===== config.mk =====
export PLATFORM = sky130hd
export DESIGN_NAME = mbg_ctrl
export DESIGN_NICKNAME = d
export VERILOG_FILES = /design/src/hdl/mbg_pkg.sv /design/src/hdl/mbg_ctrl.sv
export SDC_FILE = /design/constraint.sdc
export NUM_CORES = 1
export LEC_CHECK = 0
export BUFFER_PORTS_ARGS = -buffer_cell sky130_fd_sc_hd__buf_2
export CORE_UTILIZATION = 39
export DETAILED_ROUTE_END_ITERATION = 8
export HOLD_SLACK_MARGIN = 0.1
export PLACE_DENSITY = 0.75
export SYNTH_ARGS = -nofsm -noshare
export SYNTH_HDL_FRONTEND = slang
export SYNTH_SLANG_ARGS = --single-unit

===== constraint.sdc =====
create_clock -name clk -period 1.4 [get_ports clk]
set_clock_uncertainty 0.1 [all_clocks]
set_input_delay 0.14 -clock clk [delete_from_list [all_inputs] [get_ports clk]]
set_output_delay 0.14 -clock clk [all_outputs]
set_load 0.05 [all_outputs]

===== src/hdl/mbg_pkg.sv =====
package mbg_pkg;

  // Default grid capacity
  localparam int DEF_MAX_WIDTH  = 128;
  localparam int DEF_MAX_HEIGHT = 64;

  // Width of the coordinate arithmetic; holds MAX + 2 for any capacity up to 256
  localparam int CMP_W = 10;

  // Item field widths
  localparam int OP_W     = 2;
  localparam int CELL_X_W = 7;
  localparam int CELL_Y_W = 6;
  localparam int SWAP_W   = 2;
  localparam int TRIED_W  = 3;

  // Configuration registers
  localparam int GW_W         = 8;
  localparam int GH_W         = 7;
  localparam int CFG_IDX_W    = 1;
  localparam int CFG_DATA_W   = 8;
  localparam int RESET_WIDTH  = 80;
  localparam int RESET_HEIGHT = 24;

  // Stream payload widths
  localparam int S_TDATA_W = 24;
  localparam int M_TDATA_W = 16;

  typedef enum logic [OP_W-1:0] {
    OP_START = 2'd0,
    OP_STEP  = 2'd1,
    OP_READ  = 2'd2,
    OP_NONE  = 2'd3
  } op_t;

  typedef enum logic [1:0] {
    DIR_UP    = 2'd0,
    DIR_RIGHT = 2'd1,
    DIR_DOWN  = 2'd2,
    DIR_LEFT  = 2'd3
  } dir_t;

  typedef enum logic [CFG_IDX_W-1:0] {
    CFG_GRID_WIDTH  = 1'b0,
    CFG_GRID_HEIGHT = 1'b1
  } cfg_idx_t;

  typedef enum logic [3:0] {
    ST_INIT,
    ST_IDLE,
    ST_DECODE,
    ST_CLEAR,
    ST_TRY,
    ST_CHECK,
    ST_MREAD,
    ST_MWRITE,
    ST_PUSH,
    ST_POP,
    ST_POPLD,
    ST_RDBIT,
    ST_RESULT
  } state_t;

  typedef struct packed {
    logic latch;
    logic clr_write;
    logic clr_open;
    logic start_init;
    logic shuffle;
    logic tried_inc;
    logic rd_target;
    logic wr_target;
    logic rd_mid;
    logic wr_mid;
    logic push;
    logic pop;
    logic load_top;
    logic set_wall;
    logic rd_cell;
    logic take_cell;
    logic load_out;
  } dp_cmd_t;

  typedef struct packed {
    op_t  op;
    logic clr_last;
    logic depth_zero;
    logic need_shuffle;
    logic try_end;
    logic target_in;
    logic target_open;
    logic vertical;
    logic pop_more;
    logic read_border;
    logic out_free;
  } dp_status_t;

endpackage


===== src/hdl/mbg_ctrl.sv =====
module mbg_ctrl (
  input  logic                clk,
  input  logic                rst,
  input  logic                s_tvalid,
  output logic                s_tready,
  input  mbg_pkg::dp_status_t status,
  output mbg_pkg::dp_cmd_t    cmd
);

  mbg_pkg::state_t state;
  mbg_pkg::state_t state_next;

  always_ff @(posedge clk) begin
    if (rst) begin
      state <= mbg_pkg::ST_INIT;
    end else begin
      state <= state_next;
    end
  end

  always_comb begin
    state_next = state;
    unique case (state)
      mbg_pkg::ST_INIT: begin
        if (status.clr_last) state_next = mbg_pkg::ST_IDLE;
      end
      mbg_pkg::ST_IDLE: begin
        if (s_tvalid) state_next = mbg_pkg::ST_DECODE;
      end
      mbg_pkg::ST_DECODE: begin
        unique case (status.op)
          mbg_pkg::OP_START: state_next = mbg_pkg::ST_CLEAR;
          mbg_pkg::OP_STEP: begin
            state_next = status.depth_zero ? mbg_pkg::ST_RESULT : mbg_pkg::ST_TRY;
          end
          mbg_pkg::OP_READ: begin
            state_next = status.read_border ? mbg_pkg::ST_RESULT : mbg_pkg::ST_RDBIT;
          end
          mbg_pkg::OP_NONE: state_next = mbg_pkg::ST_RESULT;
          default: state_next = mbg_pkg::ST_RESULT;
        endcase
      end
      mbg_pkg::ST_CLEAR: begin
        if (status.clr_last) state_next = mbg_pkg::ST_RESULT;
      end
      mbg_pkg::ST_TRY: begin
        if (status.try_end) begin
          state_next = mbg_pkg::ST_POP;
        end else if (status.target_in) begin
          state_next = mbg_pkg::ST_CHECK;
        end
      end
      mbg_pkg::ST_CHECK: begin
        if (status.target_open) begin
          state_next = mbg_pkg::ST_TRY;
        end else if (status.vertical) begin
          state_next = mbg_pkg::ST_MREAD;
        end else begin
          state_next = mbg_pkg::ST_PUSH;
        end
      end
      mbg_pkg::ST_MREAD:  state_next = mbg_pkg::ST_MWRITE;
      mbg_pkg::ST_MWRITE: state_next = mbg_pkg::ST_PUSH;
      mbg_pkg::ST_PUSH:   state_next = mbg_pkg::ST_RESULT;
      mbg_pkg::ST_POP: begin
        state_next = status.pop_more ? mbg_pkg::ST_POPLD : mbg_pkg::ST_RESULT;
      end
      mbg_pkg::ST_POPLD: state_next = mbg_pkg::ST_RESULT;
      mbg_pkg::ST_RDBIT: state_next = mbg_pkg::ST_RESULT;
      mbg_pkg::ST_RESULT: begin
        if (status.out_free) state_next = mbg_pkg::ST_IDLE;
      end
      default: state_next = mbg_pkg::ST_INIT;
    endcase
  end

  always_comb begin
    cmd      = '0;
    s_tready = 1'b0;
    unique case (state)
      mbg_pkg::ST_INIT: cmd.clr_write = 1'b1;
      mbg_pkg::ST_IDLE: begin
        s_tready  = 1'b1;
        cmd.latch = s_tvalid;
      end
      mbg_pkg::ST_DECODE: begin
        if (status.op == mbg_pkg::OP_STEP) begin
          cmd.shuffle = !status.depth_zero && status.need_shuffle;
        end
        if (status.op == mbg_pkg::OP_READ) begin
          cmd.set_wall = status.read_border;
          cmd.rd_cell  = !status.read_border;
        end
      end
      mbg_pkg::ST_CLEAR: begin
        cmd.clr_write  = 1'b1;
        cmd.clr_open   = 1'b1;
        cmd.start_init = status.clr_last;
      end
      mbg_pkg::ST_TRY: begin
        cmd.tried_inc = !status.try_end && !status.target_in;
        cmd.rd_target = !status.try_end && status.target_in;
      end
      mbg_pkg::ST_CHECK: begin
        cmd.tried_inc = status.target_open;
        cmd.wr_target = !status.target_open;
      end
      mbg_pkg::ST_MREAD:  cmd.rd_mid = 1'b1;
      mbg_pkg::ST_MWRITE: cmd.wr_mid = 1'b1;
      mbg_pkg::ST_PUSH:   cmd.push = 1'b1;
      mbg_pkg::ST_POP:    cmd.pop = 1'b1;
      mbg_pkg::ST_POPLD:  cmd.load_top = 1'b1;
      mbg_pkg::ST_RDBIT:  cmd.take_cell = 1'b1;
      mbg_pkg::ST_RESULT: cmd.load_out = status.out_free;
      default: cmd = '0;
    endcase
  end

endmodule


==> flow_metrics.env, run 1 <==
export IMPL_htreeDepth=1
export IMPL_haltStage="global routing"
export IMPL_synth_top_cells_by_area="dfxtp_1 (13%), nor2_1 (8.2%), nand2b_1 (7.4%)"
export IMPL_synth_seq_cells=4
export IMPL_stop_error="[ERROR DPL-0038] Utilization greater than 100%, impossible to legalize"
export IMPL_die_h_um=41.0
export IMPL_synthCells=86
export IMPL_synth_flop_cell="dfxtp_1"
export IMPL_portBuffers=32
export IMPL_worst_ep_kind="primary output"
export IMPL_ios=33
export IMPL_ys_seq_area_share_pct=13.5
export IMPL_yosys_warnings=0
export IMPL_grt_max_degree=14
export IMPL_yosys_top_cells_count="nor2_1 (13), nor3_1 (8), nand2b_1 (7), inv_1 (6)"
export IMPL_start_util_pct=43.5
export IMPL_place_congestion=0.852
export IMPL_synth_most_common_cell="nor2_1"
export IMPL_cts_path_max_buffers=2
export IMPL_die_w_um=41.0
export IMPL_postSynthAreaPerCell_um2=6.91
export IMPL_cts_root_buf="clkbuf_4"
export IMPL_outcome="aborted with a tool error"
export IMPL_synth_area_leader_cell="dfxtp_1"
export IMPL_netlist_area_um2=594
export IMPL_synth_top_area_share_pct=13.5
export IMPL_cts_buffers=3
export IMPL_ys_async_sr_fraction_pct=0
export IMPL_grt_worst_endpoint="cmd[3]"
export IMPL_hpwl_um=1570
export IMPL_clock_sinks=4
export IMPL_yosysUniqueCellTypes=34
export IMPL_syn_nets=101
export IMPL_synth_edff_count=0
export IMPL_std_cell_rows=13
[what timing repair did]
action                                  CTS
pin swaps                                10
resized for setup                        60
hold buffers                              1
buffers inserted                          9
hold endpoints to repair                  4
endpoints found under the setup margin   22
[through the flow]
stage | TNS (ns) | std cells | area [um2] | util, % | worst slack (ns)
floorplan | -2.65 | 86 | 762 | - | -0.431
global placement | -2.03 | 145 | 1020 | 74.5 | -0.251
detailed placement | -2.50 | 145 | 1020 | 74.5 | -0.269
CTS | -4.03 | 158 | 1340 | 98.0 | -0.326
[logic make-up after synthesis]
logic type | Yosys count | share of synthesized area [%]
flops | 4 | 13.5
compound gates | 19 | 28.2
simple gates | 50 | 47.8
buf+inv | 12 | 9.05
xor+xnor | 1 | 1.47
==> run 2, diff against run 1 <==
--- a/config.mk
+++ b/config.mk
@@ -6,10 +6,10 @@
 export NUM_CORES = 1
 export LEC_CHECK = 0
 export BUFFER_PORTS_ARGS = -buffer_cell sky130_fd_sc_hd__buf_2
-export CORE_UTILIZATION = 39
+export CORE_AREA = 2 2 63 65
 export DETAILED_ROUTE_END_ITERATION = 8
-export HOLD_SLACK_MARGIN = 0.1
-export PLACE_DENSITY = 0.75
+export DIE_AREA = 0 0 65 67
+export PLACE_DENSITY_LB_ADDON = 0.15
 export SYNTH_ARGS = -nofsm -noshare
 export SYNTH_HDL_FRONTEND = slang
 export SYNTH_SLANG_ARGS = --single-unit
==> constraint.sdc (replaced) <==
create_clock -name clk -period 1.8 [get_ports clk]
set_clock_uncertainty 0.1 [all_clocks]
set_input_delay 0.18 -clock clk [delete_from_list [all_inputs] [get_ports clk]]
set_output_delay 0.18 -clock clk [all_outputs]
set_load 0.05 [all_outputs]
==> run 2 against run 1 <==
The flow now finishes without violations. Synthesized area is the same. Synthesized cell count unchanged.
==> flow_metrics.env, run 2 <==
export IMPL_outcome="completed"
export IMPL_core_area_mm2=0.00361
export IMPL_synth_top_area_share_pct=13.5
export IMPL_fmax_ghz=0.575
export IMPL_cpPeakStageDelay_ns=0.41
export IMPL_finalMaxSlewViolations=0
export IMPL_synth_compound_area_share_pct=28.2
export IMPL_yosys_top_cells_count="nor2_1 (13), nor3_1 (8), nand2b_1 (7), inv_1 (6)"
export IMPL_antenna_found_initial=0
export IMPL_finalCriticalPeriod_ns=1.74
export IMPL_drt_wl_total_um=2200
export IMPL_antenna_cells=0
export IMPL_cts_buffers=3
export IMPL_layout_commonest_cell="buf_2"
export IMPL_cp_slowest_cell="or3_4"
export IMPL_cp_start_kind="flop"
export IMPL_cts_path_max_buffers=2
export IMPL_worstSetupPathType="reg2out"
export IMPL_hp_class="in2reg"
export IMPL_hold_buffers=0
export IMPL_cp_depth=4
export IMPL_largest_register_ffs=4
export IMPL_reg2regPathDepth=6
export IMPL_clk_latency_ns=0.22
export IMPL_grt_pass1_wl_um=3410
export IMPL_firstDrtPassIters=4
export IMPL_synth_fa_ha_area_share_pct=0
export IMPL_fin_util_pct=31.1
export IMPL_fillers=390
export IMPL_clock_sinks=4
export IMPL_cts_tree="built"
export IMPL_yosys_warnings=0
export IMPL_netlist_area_um2=594
export IMPL_syn_nets=101
export IMPL_crit_path_end_kind="output pin"
export IMPL_post_drt_wl_per_cell_um=12.0
export IMPL_htreeDepth=1
export IMPL_synth_xor_area_share_pct=1.47
export IMPL_synth_edff_count=0
export IMPL_relSlewSlack_pct=78.1
export IMPL_cellLeakagePower_nw=0.513
export IMPL_crit_arrival_ns=1.46
export IMPL_portBuffers=32
export IMPL_crit_buf_inv=2
export IMPL_synthCells=86
export IMPL_hold_viol_final=0
export IMPL_synth_seq_cells=4
export IMPL_synth_top_family_by_area="simple AND/OR/NAND/NOR gates"
export IMPL_finalSetupTns_ns=0
export IMPL_ant_nets=0
export IMPL_fin_ws_ns=0.0601
export IMPL_r2r_end="state[2]"
export IMPL_synth_flop_cell="dfxtp_1"
export IMPL_grt_overflow_total=0
export IMPL_layout_common_cells="buf_2 (25), buf_4 (21), nor2_1 (12), nand2b_1 (7)"
export IMPL_multi_input_area_um2=571
export IMPL_setup_viol=0
export IMPL_crit_family="simple AND/OR/NAND/NOR gates"
export IMPL_die_w_um=65
export IMPL_max_cap_violations=0
export IMPL_period_share_pct=96.7
export IMPL_required_ns=1.52
export IMPL_place_congestion=0.760
export IMPL_grt_max_degree=9
export IMPL_crit_path_start="state[0]"
export IMPL_path_common_cell="buf_6"
export IMPL_drt_iter0_drc=42
export IMPL_top_regs="state x4"
export IMPL_synth_top_cells_by_area="dfxtp_1 (13%), nor2_1 (8.2%), nand2b_1 (7.4%)"
export IMPL_synth_mux_area_share_pct=0
export IMPL_layout_nets=152
export IMPL_grt_pass1_vias=787
export IMPL_ys_seq_area_share_pct=13.5
export IMPL_via_per_inst=4.31
export IMPL_preCtsSetupSlack_ns=0.0925
export IMPL_area_growth_pct=88.8
export IMPL_rsz0062_at_grt="true"
export IMPL_die_h_um=67
export IMPL_path_clk_slew_ns=0.03
export IMPL_std_cell_rows=22
export IMPL_r2r_slack_ns=0.14
export IMPL_ys_async_sr_fraction_pct=0
export IMPL_fp_dieArea_mm2=0.00436
export IMPL_path_max_fanout=6
export IMPL_grt_usage_pct=10.1
export IMPL_drive_gt1_share_pct=56.3
export IMPL_drcViolationCount=0
export IMPL_crit_chain="buf_6 -> or3_4 -> nor4_4 -> buf_6"
export IMPL_worst_pin_slew_ns=0.326
export IMPL_synth_area_leader_cell="dfxtp_1"
export IMPL_fin_total_pwr_w=0.00145
export IMPL_cts_root_buf="clkbuf_8"
export IMPL_seqCellArea_um2=85.1
export IMPL_vias=788
export IMPL_start_util_pct=16.5
export IMPL_synth_most_common_cell="nor2_1"
export IMPL_r2r_start="state[0]"
export IMPL_top_register="state"
export IMPL_pwr_density_cell_mw_per_mm2=1290
export IMPL_worst_ir_drop_vdd_mv=0.260
export IMPL_endpoint="cmd[3]"
export IMPL_postSynthAreaPerCell_um2=6.91
export IMPL_hpwl_um=1840
export IMPL_synth_simple_area_share_pct=47.8
export IMPL_yosysUniqueCellTypes=34
export IMPL_ios=33
==> run 2: how the worst min path moves through the flow <==
stage	startpoint	end	slack (ns)	cells after the start
global placement	rst	state[2]	0.30	2
floorplan	rst	state[2]	0.14	1
finish	rst	state[0]	0.09	2
CTS	rst	state[2]	0.08	2
detailed placement	rst	state[2]	0.31	2
global route	rst	state[2]	0.09	2
==> run 2: stage by stage <==
step	cells	cell area (um2)	hold WS, ns
final	183	1120	0.0865
after global placement	175	997	0.305
after floorplan	86	716	0.142
after global routing	183	1120	0.0861
after detailed placement	175	997	0.307
after CTS	179	1070	0.0787
==> run 2: repair_timing <==
action | CTS | global route
setup buffers | 1 | 4
setup endpoints to repair | 5 | 9
resized for setup | 8 | 7
pin swaps | 1 | 4
==> run 2: power by group <==
group | switching [W] | total, W | internal, W
Clock | 0.0000443 | 0.000187 | 0.000142
Combinational | 0.000630 | 0.00110 | 0.000466
Sequential | 0.0000425 | 0.000166 | 0.000124
Total | 0.000717 | 0.00145 | 0.000732
==> run 2: final cells by class <==
class	instances	area share (%)
multi-input cells	70	50.8
well taps	48	5.35
flip-flops and latches	4	7.58
clock buffers	3	3.68
inverters	6	2.01
repair buffers	52	30.5
==> run 2: logic make-up (layout without fill, tap and decap cells) <==
group                  Yosys count  count (layout)
AND/OR/NAND/NOR                 50              50
AO/OA/AOI/OAI                   19              19
buffers and inverters           12              61
flip-flops                       4               4
XOR/XNOR                         1               1
==> run 2: worst register-to-register path: stages, from the launching register on <==
cell and delay [ns]:
dfxtp_4 0.36, buf_6 0.13, buf_4 0.13, o311a_1 0.35, nor3_2 0.24, o21ai_1 0.13, a21oi_1 0.16
==> run 2: per-layer routing <==
metal	vias up	share of wire, %	track usage [%]
li1	412	-	-
met1	358	43	10.9
met2	18	53	20.0
met3	0	3.5	1.52
met4	0	0	3.19
met5	-	0	0
Power figures use the tool's default switching activity.
